==> src/rtl/ncd_pkg.sv <==
// ----------------------------------------------------------------------------
// Nearest codeword decoder package
// Shared constants for the decoder: default code size, generator row
// register reset values and result field widths.
// ----------------------------------------------------------------------------
package ncd_pkg;

    localparam int MSG_BITS_DEF  = 3;
    localparam int CODE_BITS_DEF = 6;

    localparam int NUM_ROW_REGS = 3;
    localparam int CFG_IDX_BITS = 2;

    localparam int WEIGHT_BITS = 3;
    localparam logic [WEIGHT_BITS-1:0] WEIGHT_MAX = 3'd7;

    localparam logic [63:0] ROW_RESET [NUM_ROW_REGS] = '{64'd25, 64'd50, 64'd44};

endpackage

==> src/rtl/ncd_channels.sv <==
// ----------------------------------------------------------------------------
// Nearest codeword decoder channels
// Valid/ready channels for received words, decode results and generator
// row writes.
// ----------------------------------------------------------------------------
interface ncd_word_if #(
    parameter int CODE_BITS = ncd_pkg::CODE_BITS_DEF
) ();
    logic                 valid;
    logic                 ready;
    logic [CODE_BITS-1:0] received_word;

    modport source (output valid, output received_word, input ready);
    modport sink   (input valid, input received_word, output ready);
endinterface

interface ncd_result_if #(
    parameter int MSG_BITS  = ncd_pkg::MSG_BITS_DEF,
    parameter int CODE_BITS = ncd_pkg::CODE_BITS_DEF
) ();
    import ncd_pkg::*;

    logic                   valid;
    logic                   ready;
    logic [MSG_BITS-1:0]    message;
    logic [CODE_BITS-1:0]   error_pattern;
    logic [WEIGHT_BITS-1:0] error_weight;

    modport source (output valid, output message, output error_pattern,
                    output error_weight, input ready);
    modport sink   (input valid, input message, input error_pattern,
                    input error_weight, output ready);
endinterface

interface ncd_cfg_if #(
    parameter int CODE_BITS = ncd_pkg::CODE_BITS_DEF
) ();
    import ncd_pkg::*;

    logic                    valid;
    logic                    ready;
    logic [CFG_IDX_BITS-1:0] index;
    logic [CODE_BITS-1:0]    data;

    modport source (output valid, output index, output data, input ready);
    modport sink   (input valid, input index, input data, output ready);
endinterface

==> src/rtl/ncd_encoder.sv <==
// ----------------------------------------------------------------------------
// Nearest codeword decoder encoder
// Forms the codeword of one message as the GF(2) sum of the generator rows
// that its bits select.
// ----------------------------------------------------------------------------
module ncd_encoder #(
    parameter int MSG_BITS  = ncd_pkg::MSG_BITS_DEF,
    parameter int CODE_BITS = ncd_pkg::CODE_BITS_DEF
) (
    input  logic [MSG_BITS-1:0][CODE_BITS-1:0] i_rows,
    input  logic [MSG_BITS-1:0]                i_msg,
    output logic [CODE_BITS-1:0]               o_codeword
);

    // Row i is selected by message bit MSG_BITS-1-i.
    always_comb begin
        o_codeword = '0;
        for (int i = 0; i < MSG_BITS; i++) begin
            if (i_msg[MSG_BITS-1-i]) begin
                o_codeword = o_codeword ^ i_rows[i];
            end
        end
    end

endmodule

==> src/rtl/ncd_gen_regs.sv <==
// ----------------------------------------------------------------------------
// Nearest codeword decoder generator rows
// Holds the writable generator rows; rows without a register read as zero
// and writes to unused indexes are dropped.
// ----------------------------------------------------------------------------
module ncd_gen_regs #(
    parameter int MSG_BITS  = ncd_pkg::MSG_BITS_DEF,
    parameter int CODE_BITS = ncd_pkg::CODE_BITS_DEF
) (
    input  logic                                 i_clk,
    input  logic                                 i_rst_n,
    input  logic                                 i_cfg_valid,
    input  logic [ncd_pkg::CFG_IDX_BITS-1:0]     i_cfg_index,
    input  logic [CODE_BITS-1:0]                 i_cfg_data,
    output logic                                 o_cfg_ready,
    output logic [MSG_BITS-1:0][CODE_BITS-1:0]   o_rows
);
    import ncd_pkg::*;

    assign o_cfg_ready = 1'b1;

    for (genvar g = 0; g < MSG_BITS; g++) begin : g_row
        if (g < NUM_ROW_REGS) begin : g_reg
            logic [CODE_BITS-1:0] r_row;
            logic [CODE_BITS-1:0] n_row;

            always_comb begin
                n_row = r_row;
                if (i_cfg_valid && (i_cfg_index == CFG_IDX_BITS'(g))) begin
                    n_row = i_cfg_data;
                end
            end

            always_ff @(posedge i_clk) begin
                if (!i_rst_n) begin
                    r_row <= ROW_RESET[g][CODE_BITS-1:0];
                end else begin
                    r_row <= n_row;
                end
            end

            assign o_rows[g] = r_row;
        end else begin : g_zero
            assign o_rows[g] = '0;
        end
    end

endmodule

==> src/rtl/ncd_weigh.sv <==
// ----------------------------------------------------------------------------
// Nearest codeword decoder weighing stage
// Registers the received word and works out the Hamming distance from it
// to every candidate codeword.
// ----------------------------------------------------------------------------
module ncd_weigh #(
    parameter int MSG_BITS  = ncd_pkg::MSG_BITS_DEF,
    parameter int CODE_BITS = ncd_pkg::CODE_BITS_DEF,
    localparam int NCAND    = 1 << MSG_BITS,
    localparam int WT_BITS  = $clog2(CODE_BITS + 1)
) (
    input  logic                               i_clk,
    input  logic                               i_rst_n,
    input  logic                               i_valid,
    input  logic [CODE_BITS-1:0]               i_rx,
    output logic                               o_ready,
    input  logic [MSG_BITS-1:0][CODE_BITS-1:0] i_rows,
    input  logic                               i_take,
    output logic                               o_valid,
    output logic [CODE_BITS-1:0]               o_rx,
    output logic [NCAND-1:0][WT_BITS-1:0]      o_wt
);
    import ncd_pkg::*;

    logic                            r_a_valid;
    logic [CODE_BITS-1:0]            r_rx_a;
    logic [NCAND-1:0][WT_BITS-1:0]   n_wt;
    logic [NCAND-1:0][CODE_BITS-1:0] cand_cw;
    logic                            en_a;

    assign en_a    = !r_a_valid || i_take;
    assign o_ready = en_a;

    for (genvar m = 0; m < NCAND; m++) begin : g_cand
        ncd_encoder #(
            .MSG_BITS  (MSG_BITS),
            .CODE_BITS (CODE_BITS)
        ) u_enc (
            .i_rows     (i_rows),
            .i_msg      (MSG_BITS'(m)),
            .o_codeword (cand_cw[m])
        );

        assign n_wt[m] = WT_BITS'($countones(r_rx_a ^ cand_cw[m]));
    end

    always_ff @(posedge i_clk) begin
        if (!i_rst_n) begin
            r_a_valid <= 1'b0;
        end else begin
            if (en_a) begin
                r_a_valid <= i_valid;
            end
        end
    end

    always_ff @(posedge i_clk) begin
        if (en_a && i_valid) begin
            r_rx_a <= i_rx;
        end
    end

    assign o_valid = r_a_valid;
    assign o_rx    = r_rx_a;
    assign o_wt    = n_wt;

endmodule

==> src/rtl/ncd_select.sv <==
// ----------------------------------------------------------------------------
// Nearest codeword decoder selection stage
// Picks the lowest message of least distance with a compare tree, rebuilds
// its error pattern and registers the result beat.
// ----------------------------------------------------------------------------
module ncd_select #(
    parameter int MSG_BITS  = ncd_pkg::MSG_BITS_DEF,
    parameter int CODE_BITS = ncd_pkg::CODE_BITS_DEF,
    localparam int NCAND    = 1 << MSG_BITS,
    localparam int WT_BITS  = $clog2(CODE_BITS + 1)
) (
    input  logic                                 i_clk,
    input  logic                                 i_rst_n,
    input  logic                                 i_valid,
    input  logic [CODE_BITS-1:0]                 i_rx,
    input  logic [NCAND-1:0][WT_BITS-1:0]        i_wt,
    input  logic [MSG_BITS-1:0][CODE_BITS-1:0]   i_rows,
    output logic                                 o_take,
    input  logic                                 i_ready,
    output logic                                 o_valid,
    output logic [MSG_BITS-1:0]                  o_message,
    output logic [CODE_BITS-1:0]                 o_error_pattern,
    output logic [ncd_pkg::WEIGHT_BITS-1:0]      o_error_weight
);
    import ncd_pkg::*;

    logic [MSG_BITS:0][NCAND-1:0][WT_BITS-1:0]  lvl_wt;
    logic [MSG_BITS:0][NCAND-1:0][MSG_BITS-1:0] lvl_idx;
    logic [MSG_BITS-1:0]        best_msg;
    logic [7:0]                 best_wt;
    logic [CODE_BITS-1:0]       best_cw;
    logic                       r_valid;
    logic [MSG_BITS-1:0]        r_message;
    logic [CODE_BITS-1:0]       r_error;
    logic [WEIGHT_BITS-1:0]     r_weight;
    logic [MSG_BITS-1:0]        n_message;
    logic [CODE_BITS-1:0]       n_error;
    logic [WEIGHT_BITS-1:0]     n_weight;

    // The left entry of each pair has the lower message, so it keeps ties.
    always_comb begin
        lvl_wt  = '0;
        lvl_idx = '0;
        for (int n = 0; n < NCAND; n++) begin
            lvl_wt[0][n]  = i_wt[n];
            lvl_idx[0][n] = MSG_BITS'(n);
        end
        for (int l = 0; l < MSG_BITS; l++) begin
            for (int n = 0; n < (NCAND >> (l + 1)); n++) begin
                if (lvl_wt[l][2*n+1] < lvl_wt[l][2*n]) begin
                    lvl_wt[l+1][n]  = lvl_wt[l][2*n+1];
                    lvl_idx[l+1][n] = lvl_idx[l][2*n+1];
                end else begin
                    lvl_wt[l+1][n]  = lvl_wt[l][2*n];
                    lvl_idx[l+1][n] = lvl_idx[l][2*n];
                end
            end
        end
    end

    assign best_msg = lvl_idx[MSG_BITS][0];
    assign best_wt  = 8'(lvl_wt[MSG_BITS][0]);

    ncd_encoder #(
        .MSG_BITS  (MSG_BITS),
        .CODE_BITS (CODE_BITS)
    ) u_enc (
        .i_rows     (i_rows),
        .i_msg      (best_msg),
        .o_codeword (best_cw)
    );

    assign n_message = best_msg;
    assign n_error   = i_rx ^ best_cw;
    assign n_weight  = (best_wt > 8'(WEIGHT_MAX)) ? WEIGHT_MAX : WEIGHT_BITS'(best_wt);

    assign o_take = !r_valid || i_ready;

    always_ff @(posedge i_clk) begin
        if (!i_rst_n) begin
            r_valid <= 1'b0;
        end else if (o_take) begin
            r_valid <= i_valid;
        end
    end

    always_ff @(posedge i_clk) begin
        if (o_take && i_valid) begin
            r_message <= n_message;
            r_error   <= n_error;
            r_weight  <= n_weight;
        end
    end

    assign o_valid         = r_valid;
    assign o_message       = r_message;
    assign o_error_pattern = r_error;
    assign o_error_weight  = r_weight;

endmodule

==> src/rtl/nearest_codeword_decoder.sv <==
// ----------------------------------------------------------------------------
// Nearest codeword decoder
// Decodes each received word to the message whose codeword lies nearest.
//
// The word channel takes one received word per beat. The result channel
// returns one beat per word, in order: the message, the error pattern and
// the error weight, saturated at seven. Ties go to the lower message.
// The configuration channel writes generator rows by index; it is always
// ready, and writes to indexes without a row are dropped.
// A word is taken into an input register, then passes through the distance,
// compare and re-encode logic in one pass into a result register. One word
// is accepted every cycle while the receiver is ready; the two registers
// hold up to two words in flight.
// When the receiver stalls, the result register and then the input register
// fill, and ready on the word channel drops once both hold a word.
// Reset empties both registers and loads the default [6,3] generator rows.
// ----------------------------------------------------------------------------
module nearest_codeword_decoder #(
    parameter int MSG_BITS  = ncd_pkg::MSG_BITS_DEF,
    parameter int CODE_BITS = ncd_pkg::CODE_BITS_DEF
) (
    input  logic          i_clk,
    input  logic          i_rst_n,
    ncd_word_if.sink      i_word,
    ncd_cfg_if.sink       i_cfg,
    ncd_result_if.source  o_result
);
    import ncd_pkg::*;

    localparam int NCAND   = 1 << MSG_BITS;
    localparam int WT_BITS = $clog2(CODE_BITS + 1);

    logic [MSG_BITS-1:0][CODE_BITS-1:0] rows;
    logic                               wt_valid;
    logic [CODE_BITS-1:0]               wt_rx;
    logic [NCAND-1:0][WT_BITS-1:0]      wt;
    logic                               sel_take;

    ncd_gen_regs #(
        .MSG_BITS  (MSG_BITS),
        .CODE_BITS (CODE_BITS)
    ) u_gen_regs (
        .i_clk       (i_clk),
        .i_rst_n     (i_rst_n),
        .i_cfg_valid (i_cfg.valid),
        .i_cfg_index (i_cfg.index),
        .i_cfg_data  (i_cfg.data),
        .o_cfg_ready (i_cfg.ready),
        .o_rows      (rows)
    );

    ncd_weigh #(
        .MSG_BITS  (MSG_BITS),
        .CODE_BITS (CODE_BITS)
    ) u_weigh (
        .i_clk   (i_clk),
        .i_rst_n (i_rst_n),
        .i_valid (i_word.valid),
        .i_rx    (i_word.received_word),
        .o_ready (i_word.ready),
        .i_rows  (rows),
        .i_take  (sel_take),
        .o_valid (wt_valid),
        .o_rx    (wt_rx),
        .o_wt    (wt)
    );

    ncd_select #(
        .MSG_BITS  (MSG_BITS),
        .CODE_BITS (CODE_BITS)
    ) u_select (
        .i_clk           (i_clk),
        .i_rst_n         (i_rst_n),
        .i_valid         (wt_valid),
        .i_rx            (wt_rx),
        .i_wt            (wt),
        .i_rows          (rows),
        .o_take          (sel_take),
        .i_ready         (o_result.ready),
        .o_valid         (o_result.valid),
        .o_message       (o_result.message),
        .o_error_pattern (o_result.error_pattern),
        .o_error_weight  (o_result.error_weight)
    );

endmodule
==> src/flat_wrapper.sv <==
// flat-port wrapper written by rule: the top's interface ports become plain ports
module nearest_codeword_decoder_flat import ncd_pkg::*;
#(
    parameter int MSG_BITS  = ncd_pkg::MSG_BITS_DEF,
    parameter int CODE_BITS = ncd_pkg::CODE_BITS_DEF
)
  (i_clk, i_rst_n, i_word_valid, i_word_received_word, i_word_ready, i_cfg_valid, i_cfg_index, i_cfg_data, i_cfg_ready, o_result_valid, o_result_message, o_result_error_pattern, o_result_error_weight, o_result_ready);
  ncd_word_if #(.CODE_BITS(CODE_BITS)) i_word_i ();
  ncd_cfg_if #(.CODE_BITS(CODE_BITS)) i_cfg_i ();
  ncd_result_if #(.MSG_BITS(MSG_BITS), .CODE_BITS(CODE_BITS)) o_result_i ();
  input  logic i_clk;
  input  logic i_rst_n;
  input wire logic [$bits(i_word_i.valid)-1:0] i_word_valid;
  input wire logic [$bits(i_word_i.received_word)-1:0] i_word_received_word;
  output wire logic [$bits(i_word_i.ready)-1:0] i_word_ready;
  input wire logic [$bits(i_cfg_i.valid)-1:0] i_cfg_valid;
  input wire logic [$bits(i_cfg_i.index)-1:0] i_cfg_index;
  input wire logic [$bits(i_cfg_i.data)-1:0] i_cfg_data;
  output wire logic [$bits(i_cfg_i.ready)-1:0] i_cfg_ready;
  output wire logic [$bits(o_result_i.valid)-1:0] o_result_valid;
  output wire logic [$bits(o_result_i.message)-1:0] o_result_message;
  output wire logic [$bits(o_result_i.error_pattern)-1:0] o_result_error_pattern;
  output wire logic [$bits(o_result_i.error_weight)-1:0] o_result_error_weight;
  input wire logic [$bits(o_result_i.ready)-1:0] o_result_ready;
  assign i_word_i.valid = i_word_valid;
  assign i_word_i.received_word = i_word_received_word;
  assign i_word_ready = i_word_i.ready;
  assign i_cfg_i.valid = i_cfg_valid;
  assign i_cfg_i.index = i_cfg_index;
  assign i_cfg_i.data = i_cfg_data;
  assign i_cfg_ready = i_cfg_i.ready;
  assign o_result_valid = o_result_i.valid;
  assign o_result_message = o_result_i.message;
  assign o_result_error_pattern = o_result_i.error_pattern;
  assign o_result_error_weight = o_result_i.error_weight;
  assign o_result_i.ready = o_result_ready;
  nearest_codeword_decoder #(.MSG_BITS(MSG_BITS), .CODE_BITS(CODE_BITS)) u_core (.i_clk(i_clk), .i_rst_n(i_rst_n), .i_word(i_word_i), .i_cfg(i_cfg_i), .o_result(o_result_i));
endmodule
==> config.mk <==
export PLATFORM = sky130hd
export DESIGN_NAME = nearest_codeword_decoder_flat
export DESIGN_NICKNAME = d
export VERILOG_FILES = /design/src/rtl/ncd_pkg.sv /design/src/rtl/ncd_channels.sv /design/src/rtl/ncd_encoder.sv /design/src/rtl/ncd_gen_regs.sv /design/src/rtl/ncd_weigh.sv /design/src/rtl/ncd_select.sv /design/src/rtl/nearest_codeword_decoder.sv /design/src/flat_wrapper.sv
export SDC_FILE = /design/constraint.sdc
export NUM_CORES = 1
export LEC_CHECK = 0
export BUFFER_PORTS_ARGS = -buffer_cell sky130_fd_sc_hd__buf_4
export CORE_MARGIN = 2
export CORE_UTILIZATION = 53
export CTS_CLUSTER_DIAMETER = 40
export DETAILED_ROUTE_END_ITERATION = 7
export GPL_ROUTABILITY_DRIVEN = 0
export PLACE_DENSITY = 0.74
export SLEW_MARGIN = 20
export SYNTH_ARGS = -nofsm -noshare
export SYNTH_HDL_FRONTEND = slang
export SYNTH_HIERARCHICAL = 1
export SYNTH_SLANG_ARGS = --single-unit
==> constraint.sdc <==
create_clock -name i_clk -period 6.1 [get_ports i_clk]
set_input_delay 0.915 -clock i_clk [delete_from_list [all_inputs] [get_ports i_clk]]
set_output_delay 0.915 -clock i_clk [all_outputs]
set_load 0.005 [all_outputs]
==> impl_metrics.yaml, run 1 <==
critical_path:
  critPathRequiredTime_ns: 6.13
  cp_top_family: "adder cells"
  critical_path_buf_inv_count: 5
  critPathMaxStageDelay_ns: 0.54
  cp-end-kind: "flop"
  cpMaxStageDelayCell: "fa_1"
  reg2regPathDepth: 27
  cpMostUsedCell: "nand2_1"
  cp_num_cells: 27
  crit_type: "reg -> reg"
  cp_max_fo: 6
  arrival_ns: 6.55
  startpoint_type: "flop"
sta:
  hold_viol: 0
  slew_headroom_pct: 57.3
  max_freq_ghz: 0.153
  clock_skew_ns: 0.00707
  worst_pin_slew_ns: 0.640
  timing.final.ws_setup_ns: -0.417
  rsz0062_at_grt: "yes"
  period_minus_slack_ns: 6.52
  slew_viol_final: 0
  tns_ns: -2.37
  min_period_over_period_pct: 107
  setup-violations-final: 6
clocking:
  cts_hold_buf: 0
  cts_sinks: 38
  htreeDepth: 2
  insertion_delay_ns: 0.29
  clk_pin_slew_worst_paths_ns: 0.08
  numCtsBuffers: 5
  cts_buffer_depth: 2
  cts_tree: "done"
  clockRootBuffer: "clkbuf_8"
run:
  drv_cap: 0
synth:
  postSynthCellCount: 548
  synth.distinct_cells: 42
  ys.flop_type: "dfxtp_1"
  ys_async_sr_fraction_pct: 0
  synth_seq_cells: 38
  synth_edf_count: 18
  synth-seq-area-share_pct: 18.1
  ys.warnings.count: 6
  syn_area_um2: 5210
  postSynthAreaPerCell_um2: 9.51
floorplan:
  core_um2: 9640
  ios: 34
  fp-row-count: 36
  die_area_um2: 10600
  die_w_um: 103
  fp.dieH_um: 103
  start_util_pct: 54.1
place:
  dp_hpwl_um: 9780
  portBuffers: 32
detailed_routing:
  dr.pass1.iters: 4
  post_drt_wl_per_cell_um: 13.8
  viasPerCell: 4.46
  drt-initial-drc-count: 151
  ant_nets: 0
  drc: 0
  wl_um: 12900
  num_vias: 4146
worst_hold_path:
  hold_class: "reg -> reg"
  hold_path_depth: 2
run_status:
  violations: "setup timing"
  status: "finished, violations left"
finish:
  fillers: 723
  syn_to_final_growth_pct: 34.8
  layout-drive-gt1-share_pct: 22.0
  final_nets: 867
  antennaDiodeCount: 0
global_route:
  antenna_found_initial: 0
  grt_pass1_vias: 4054
  grt_usage_pct: 24.3
  grt_max_degree: 30
  grt_pass1_wl_um: 19400
  overflow: 0
[worst paths after layout]
path | slack, ns | start | end
setup / recovery | -0.42 | u_core/u_gen_regs/g_row[1].g_reg.r_row[1] | u_core/u_select/o_error_pattern[4]
hold / removal | 0.51 | u_core/u_weigh/o_valid | u_core/u_select/o_valid
setup reg to reg | -0.42 | u_core/u_gen_regs/g_row[1].g_reg.r_row[1] | u_core/u_select/o_error_pattern[4]
hold reg to reg | 0.51 | u_core/u_weigh/o_valid | u_core/u_select/o_valid
[sequential cells by signal, summed over array words and instances (netlist names)]
signal,flops
u_core/u_gen_regs/g_row.g_reg.r_row,18
u_core/u_weigh/o_rx,6
u_core/u_select/o_message,3
u_core/u_weigh/o_valid,1
u_core/u_select/o_error_pattern,6
u_core/u_select/o_error_weight,3
u_core/u_select/o_valid,1
[tightest hold or removal path: cells and delay by family, from the launching register on]
| family | cells | cell delay [ns] |
|---|---|---|
| flops | 1 | 0.35 |
| buf+inv | 1 | 0.06 |
| compound gates | 1 | 0.06 |
[layer usage]
metal / part of all wire, % / global-route usage (%) / up-vias
met5: 0 / 0 / -
met4: 2.6 / 6.68 / 0
met3: 4.8 / 3.32 / 22
met2: 49 / 41.7 / 113
met1: 43 / 32.3 / 1899
li1: - / - / 2112
[cell usage after synthesis, drive strengths merged (2+ instances only)]
cell	instances	share of area, %
nand2	180	13
xnor3	54	23
inv	52	3.7
xnor2	31	5.2
ha	29	7.0
fa	24	9.2
mux2i	23	4.4
xor2	23	3.9
dfxtp	20	7.7
edfxtp	18	10
a21oi	13	1.2
nor2	11	0.79
buf	10	1.7
nor2b	10	1.3
o21ai	9	1.2
nand2b	6	0.86
clkbuf	4	0.29
o211ai	4	0.58
a211oi	3	0.43
a21o	3	0.43
conb	3	0.22
a21boi	2	0.29
and2	2	0.24
and3b	2	0.38
nand4b	2	0.34
[cell families (layout without fill, tap and decap cells)]
kind of cell	Yosys count	after routing	share of synthesized area [%]
AOI/OAI and AO/OA	39	39	4.97
buffers and inverters	66	172	5.76
muxes	24	24	4.71
and+or+nand+nor	217	217	17.7
xor gates and xnor gates	108	108	32.4
adders and majority gates	53	53	16.2
DFF	38	38	18.1
other	3	145	0.216
[timing repair]
item                       4_1_cts  5_1_grt
setup endpoints to repair       10        9
pin swaps                       21        7
gates resized for setup         19       19
setup buffers                   16        6
[through the flow]
step	hold slack, ns	util (%)	std cells	setup slack, ns	cell area (µm²)
finish	0.507	72.9	929	-0.417	7020
global route	0.541	72.9	929	-0.665	7020
CTS	0.515	71.5	924	-0.276	6890
detailed placement	0.504	68.0	900	-0.589	6560
global placement	0.498	68.0	900	-0.363	6560
floorplan	0.478	-	690	0.0192	5810
[cell usage in the layout, fill, tap and decap left out, types with 5 or more instances in the layout]
| cell type | Yosys | final |
|---|---|---|
| nand2b_1 | 5 | 5 |
| xor2_1 | 23 | 22 |
| mux2i_1 | 23 | 18 |
| edfxtp_1 | 18 | 18 |
| ha_1 | 29 | 23 |
| a21oi_2 | 0 | 10 |
| xnor2_2 | 0 | 6 |
| clkbuf_8 | 0 | 6 |
| nand2_1 | 180 | 176 |
| fa_1 | 24 | 21 |
| nor2_1 | 11 | 11 |
| conb_1 | 3 | 145 |
| xnor2_1 | 31 | 25 |
| buf_4 | 1 | 108 |
| inv_1 | 52 | 49 |
| xnor3_1 | 54 | 54 |
| dfxtp_4 | 0 | 7 |
| dfxtp_1 | 20 | 13 |
| nor2b_1 | 9 | 9 |
[final cells by class]
cell class / instances / area [µm²] / area share, %
Clock buffer: 8 / 133 / 1.89
Inverter: 52 / 195 / 2.78
Multi-Input combinational cell: 586 / 4710 / 67.0
Sequential cell: 38 / 967 / 13.8
Tap cell: 133 / 166 / 2.37
Timing Repair Buffer: 112 / 856 / 12.2
Power of run 1 is not shown: default switching activity piles up to over one toggle a cycle in this logic, so the estimate is an artifact.
==> inputs of run 2 (changes only) <==
- REMOVE_ABC_BUFFERS: not set -> 1
==> run 2 against run 1 <==
  * The flow still finishes with violations (setup timing)
  * Highest routed layer unchanged
  * Worst hold slack gained 0.0012 ns
  * Global-route usage is 3.3 points higher
  * Worst setup slack improved by 0.086 ns
==> impl_metrics.yaml, run 2 (synthesis results as in run 1) <==
floorplan:
  fp-row-count: 36
  start_util_pct: 54.1
  fp.dieH_um: 103
  die_w_um: 103
  ios: 34
  core_um2: 9640
  die_area_um2: 10600
clocking:
  clk_pin_slew_worst_paths_ns: 0.08
  htreeDepth: 2
  cts_hold_buf: 0
  cts_buffer_depth: 2
  cts_tree: "done"
  insertion_delay_ns: 0.30
  clockRootBuffer: "clkbuf_8"
  numCtsBuffers: 5
  cts_sinks: 38
sta:
  worst_pin_slew_ns: 0.916
  timing.final.ws_setup_ns: -0.331
  clock_skew_ns: 0.00630
  slew_headroom_pct: 38.9
  setup-violations-final: 7
  period_minus_slack_ns: 6.43
  min_period_over_period_pct: 105
  max_freq_ghz: 0.155
  rsz0062_at_grt: "yes"
  hold_viol: 0
  slew_viol_final: 0
critical_path:
  critPathMaxStageDelay_ns: 0.53
  critPathRequiredTime_ns: 6.13
  cp_max_fo: 5
  crit_type: "reg -> reg"
  arrival_ns: 6.47
  cpMaxStageDelayCell: "fa_1"
  cpMostUsedCell: "buf_4"
  cp_top_family: "adder cells"
  critical_path_buf_inv_count: 9
  startpoint_type: "flop"
  cp-end-kind: "flop"
detailed_routing:
  wl_um: 14000
  drc: 0
  post_drt_wl_per_cell_um: 14.8
  dr.pass1.iters: 5
  ant_nets: 0
  drt-initial-drc-count: 126
  num_vias: 4351
  viasPerCell: 4.59
global_route:
  grt_pass1_wl_um: 21800
  grt_usage_pct: 27.6
  grt_pass1_vias: 4431
  antenna_found_initial: 0
  grt_max_degree: 30
  overflow: 0
place:
  portBuffers: 32
  dp_hpwl_um: 10200
run_status:
  status: "finished, violations left"
  violations: "setup timing"
finish:
  largest-register: "u_core/u_gen_regs/g_row.g_reg.r_row"
  finalCoreUtilization_pct: 73.9
  largest_register_ffs: 18
  final_common_cell: "nand2_1"
  fillers: 721
  most-common-layout-cells: "172 x nand2_1, 145 x conb_1, 130 x buf_4, 54 x xnor3_1, 48 x inv_1"
  syn_to_final_growth_pct: 36.8
  layout-drive-gt1-share_pct: 24.6
  antennaDiodeCount: 0
  final_nets: 885
run:
  drv_cap: 0
worst_hold_path:
  hold_class: "reg -> reg"
-- run 2: cell types whose count changed in the layout (fill, tap and decap cells not counted), sizes merged --
cell and delta:
clkinv +2, clkbuf -2, buf +18
-- run 2: final cells by class --
cell class              count  area [µm²]  share of cell area (%)
repair buffers            130         976                    13.7
clock buffers               6        72.6                    1.02
well taps                 133         166                    2.33
multi-input cells         586        4740                    66.5
clock inverters             2        8.76                   0.123
inverters                  52         195                    2.74
flip-flops and latches     38         966                    13.6
-- run 2: final timing paths --
kind / start / endpoint / cells past startpoint / slack [ns]
max: u_core/u_gen_regs/g_row[2].g_reg.r_row[3] / u_core/u_select/o_error_pattern[4] / 29 / -0.33
min: u_core/u_weigh/o_valid / u_core/u_select/o_valid / 2 / 0.51
max reg2reg: u_core/u_gen_regs/g_row[2].g_reg.r_row[3] / u_core/u_select/o_error_pattern[4] / 29 / -0.33
min reg2reg: u_core/u_weigh/o_valid / u_core/u_select/o_valid / 2 / 0.51
-- run 2: timing repair --
item                                   4_1_cts  5_1_grt
pin swaps                                   47       10
resized for setup                           46       18
setup endpoints to repair                    8       11
gates cloned                                 0        0
setup buffers                               30       11
endpoints found under the hold margin        0        0
-- run 2: worst register-to-register path, delay by kind of cell (launching register included) --
kind | cells | cell delay, ns
and+or+nand+nor | 4 | 0.35
AOI/OAI and AO/OA | 4 | 0.65
xor gates and xnor gates | 4 | 1.07
muxes | 2 | 0.29
DFF | 1 | 0.37
adders and majority gates | 6 | 2.31
buffers and inverters | 9 | 1.13
-- run 2: through the flow --
step / cell area, µm² / std cells / setup slack [ns] / hold slack, ns / setup TNS, ns
floorplan: 5640 / 676 / -0.230 / 0.478 / -1.36
global placement: 6490 / 900 / -0.402 / 0.483 / -2.35
detailed placement: 6490 / 900 / -0.577 / 0.497 / -3.32
CTS: 6980 / 936 / -0.124 / 0.509 / -0.715
global route: 7130 / 947 / -0.518 / 0.539 / -3.25
finish: 7130 / 947 / -0.331 / 0.508 / -2.00
-- run 2: per-layer routing --
metal | routed length [µm] | vias to the layer above | part of all wire [%] | track usage, %
met5 | 0 | - | 0 | 0
met4 | 449 | 0 | 3.2 | 7.79
met3 | 635 | 35 | 4.5 | 4.27
met2 | 7170 | 107 | 51 | 50.4
met1 | 5800 | 2059 | 41 | 33.8
li1 | - | 2150 | - | -
Power of run 2 is left out for the same reason.
==> inputs of run 3 (changes only) <==
- RECOVER_POWER: not set -> 100
==> run 3 against run 2 <==
  * The run still ends with setup timing left
  * Worst setup slack better by 0.0014 ns
  * First-iteration DRC count up 35%
  * Sequential share of layout area hardly changed
  * Non-clock buffer count is the same
  * Highest routed layer unchanged
==> impl_metrics.yaml, run 3 (synthesis results as in run 1) <==
critical_path:
  cpMostUsedCell: "buf_4"
  critPathCapture: "u_core/u_select/o_error_pattern[4]"
  rr_endpoint: "u_core/u_select/o_error_pattern[4]"
  startpoint_type: "flop"
  r2r-start: "u_core/u_gen_regs/g_row[2].g_reg.r_row[3]"
  reg2reg_slack_ns: -0.33
  critPathMaxStageDelay_ns: 0.50
  cp-end-kind: "flop"
  cp_max_fo: 5
  critPathRequiredTime_ns: 6.13
  crit_type: "reg -> reg"
  cpMaxStageDelayCell: "fa_1"
  reg2regPathDepth: 29
  arrival_ns: 6.46
  cp-startpoint: "u_core/u_gen_regs/g_row[2].g_reg.r_row[3]"
floorplan:
  fp-row-count: 36
  fp.dieH_um: 103
  ios: 34
  die_w_um: 103
  core_um2: 9640
  start_util_pct: 54.1
  die_area_um2: 10600
clocking:
  cts_tree: "done"
  clk_pin_slew_worst_paths_ns: 0.08
  cts_hold_buf: 0
  cts_buffer_depth: 2
  htreeDepth: 2
  cts_sinks: 38
  clockRootBuffer: "clkbuf_8"
  insertion_delay_ns: 0.30
  numCtsBuffers: 5
sta:
  timing.final.ws_setup_ns: -0.330
  max_freq_ghz: 0.156
  clock_skew_ns: 0.00598
  slew_headroom_pct: 13.8
  worst_pin_slew_ns: 1.29
  slew_viol_final: 0
  hold_viol: 0
  period_minus_slack_ns: 6.43
  min_period_over_period_pct: 105
  setup-violations-final: 7
  rsz0062_at_grt: "yes"
detailed_routing:
  drc: 0
  num_vias: 4344
  drt-initial-drc-count: 170
  wl_um: 14000
  post_drt_wl_per_cell_um: 14.8
  dr.pass1.iters: 5
  viasPerCell: 4.59
  ant_nets: 0
finish:
  most-common-layout-cells: "172 x nand2_1, 145 x conb_1, 108 x buf_4, 54 x xnor3_1, 48 x inv_1"
  syn_to_final_growth_pct: 36.4
  largest_register_ffs: 18
  antennaDiodeCount: 0
  layout-drive-gt1-share_pct: 24.1
  finalCoreUtilization_pct: 73.8
  final_nets: 885
  final_common_cell: "nand2_1"
  largest-register: "u_core/u_gen_regs/g_row.g_reg.r_row"
global_route:
  grt_usage_pct: 27.6
  grt_pass1_wl_um: 21800
  grt_max_degree: 30
  grt_pass1_vias: 4431
  overflow: 0
  antenna_found_initial: 0
place:
  portBuffers: 32
  dp_hpwl_um: 10200
run_status:
  status: "finished, violations left"
  violations: "setup timing"
worst_hold_path:
  hold_class: "reg -> reg"
run:
  drv_cap: 0
-- run 3: per-layer routing --
metal / vias up / GRT usage [%] / part of all wire (%)
met3: 36 / 4.27 / 3.8
li1: 2149 / - / -
met1: 2075 / 33.8 / 42
met2: 84 / 50.4 / 51
met4: 0 / 7.79 / 3.3
met5: - / 0 / 0
-- run 3: repair_timing --
| action | CTS | global route |
|---|---|---|
| setup endpoints to repair | 8 | 11 |
| pin swaps | 47 | 10 |
| endpoints found under the hold margin | 0 | 0 |
| resized for setup | 46 | 18 |
| setup buffers | 30 | 11 |
-- run 3: worst min-delay path by stage --
stage	start	to	slack [ns]	cells past startpoint
after floorplan	u_core/u_weigh/o_valid	u_core/u_select/o_valid	0.48	2
after global placement	u_core/u_weigh/o_valid	u_core/u_select/o_valid	0.48	2
after detailed placement	u_core/u_weigh/o_valid	u_core/u_select/o_valid	0.50	2
after CTS	u_core/u_gen_regs/g_row[0].g_reg.r_row[1]	u_core/u_gen_regs/g_row[0].g_reg.r_row[1]	0.51	2
after global routing	u_core/u_weigh/o_valid	u_core/u_select/o_valid	0.52	2
final	u_core/u_weigh/o_valid	u_core/u_select/o_valid	0.48	2
-- run 3: area by class of cell --
cell class | instances | area [µm²]
clock inverters | 2 | 8.76
inverters | 52 | 195
clock buffers | 6 | 72.6
well taps | 133 | 166
fillers | 726 | 2530
repair buffers | 130 | 968
multi-input cells | 586 | 4730
flip-flops and latches | 38 | 966
-- run 3: critical path: cells and delay by family (launching register included) --
family          cells  cell delay (ns)
buf+inv             9             1.12
mux                 2             0.28
flops               1             0.37
fa+ha+maj           6             2.26
compound gates      4             0.65
xor+xnor            4             1.13
simple gates        4             0.33
-- run 3: stage by stage --
| step | TNS [ns] | hold slack, ns | instance area (µm²) | instances | worst slack, ns |
|---|---|---|---|---|---|
| 6_report | -1.99 | 0.479 | 7110 | 947 | -0.330 |
| 5_1_grt | -3.30 | 0.521 | 7110 | 947 | -0.518 |
| 4_1_cts | -0.715 | 0.509 | 6980 | 936 | -0.124 |
| 3_5_place_dp | -3.32 | 0.497 | 6490 | 900 | -0.577 |
| 3_3_place_gp | -2.35 | 0.483 | 6490 | 900 | -0.402 |
| 2_1_floorplan | -1.36 | 0.478 | 5640 | 676 | -0.230 |
Power of run 3 is left out for the same reason.
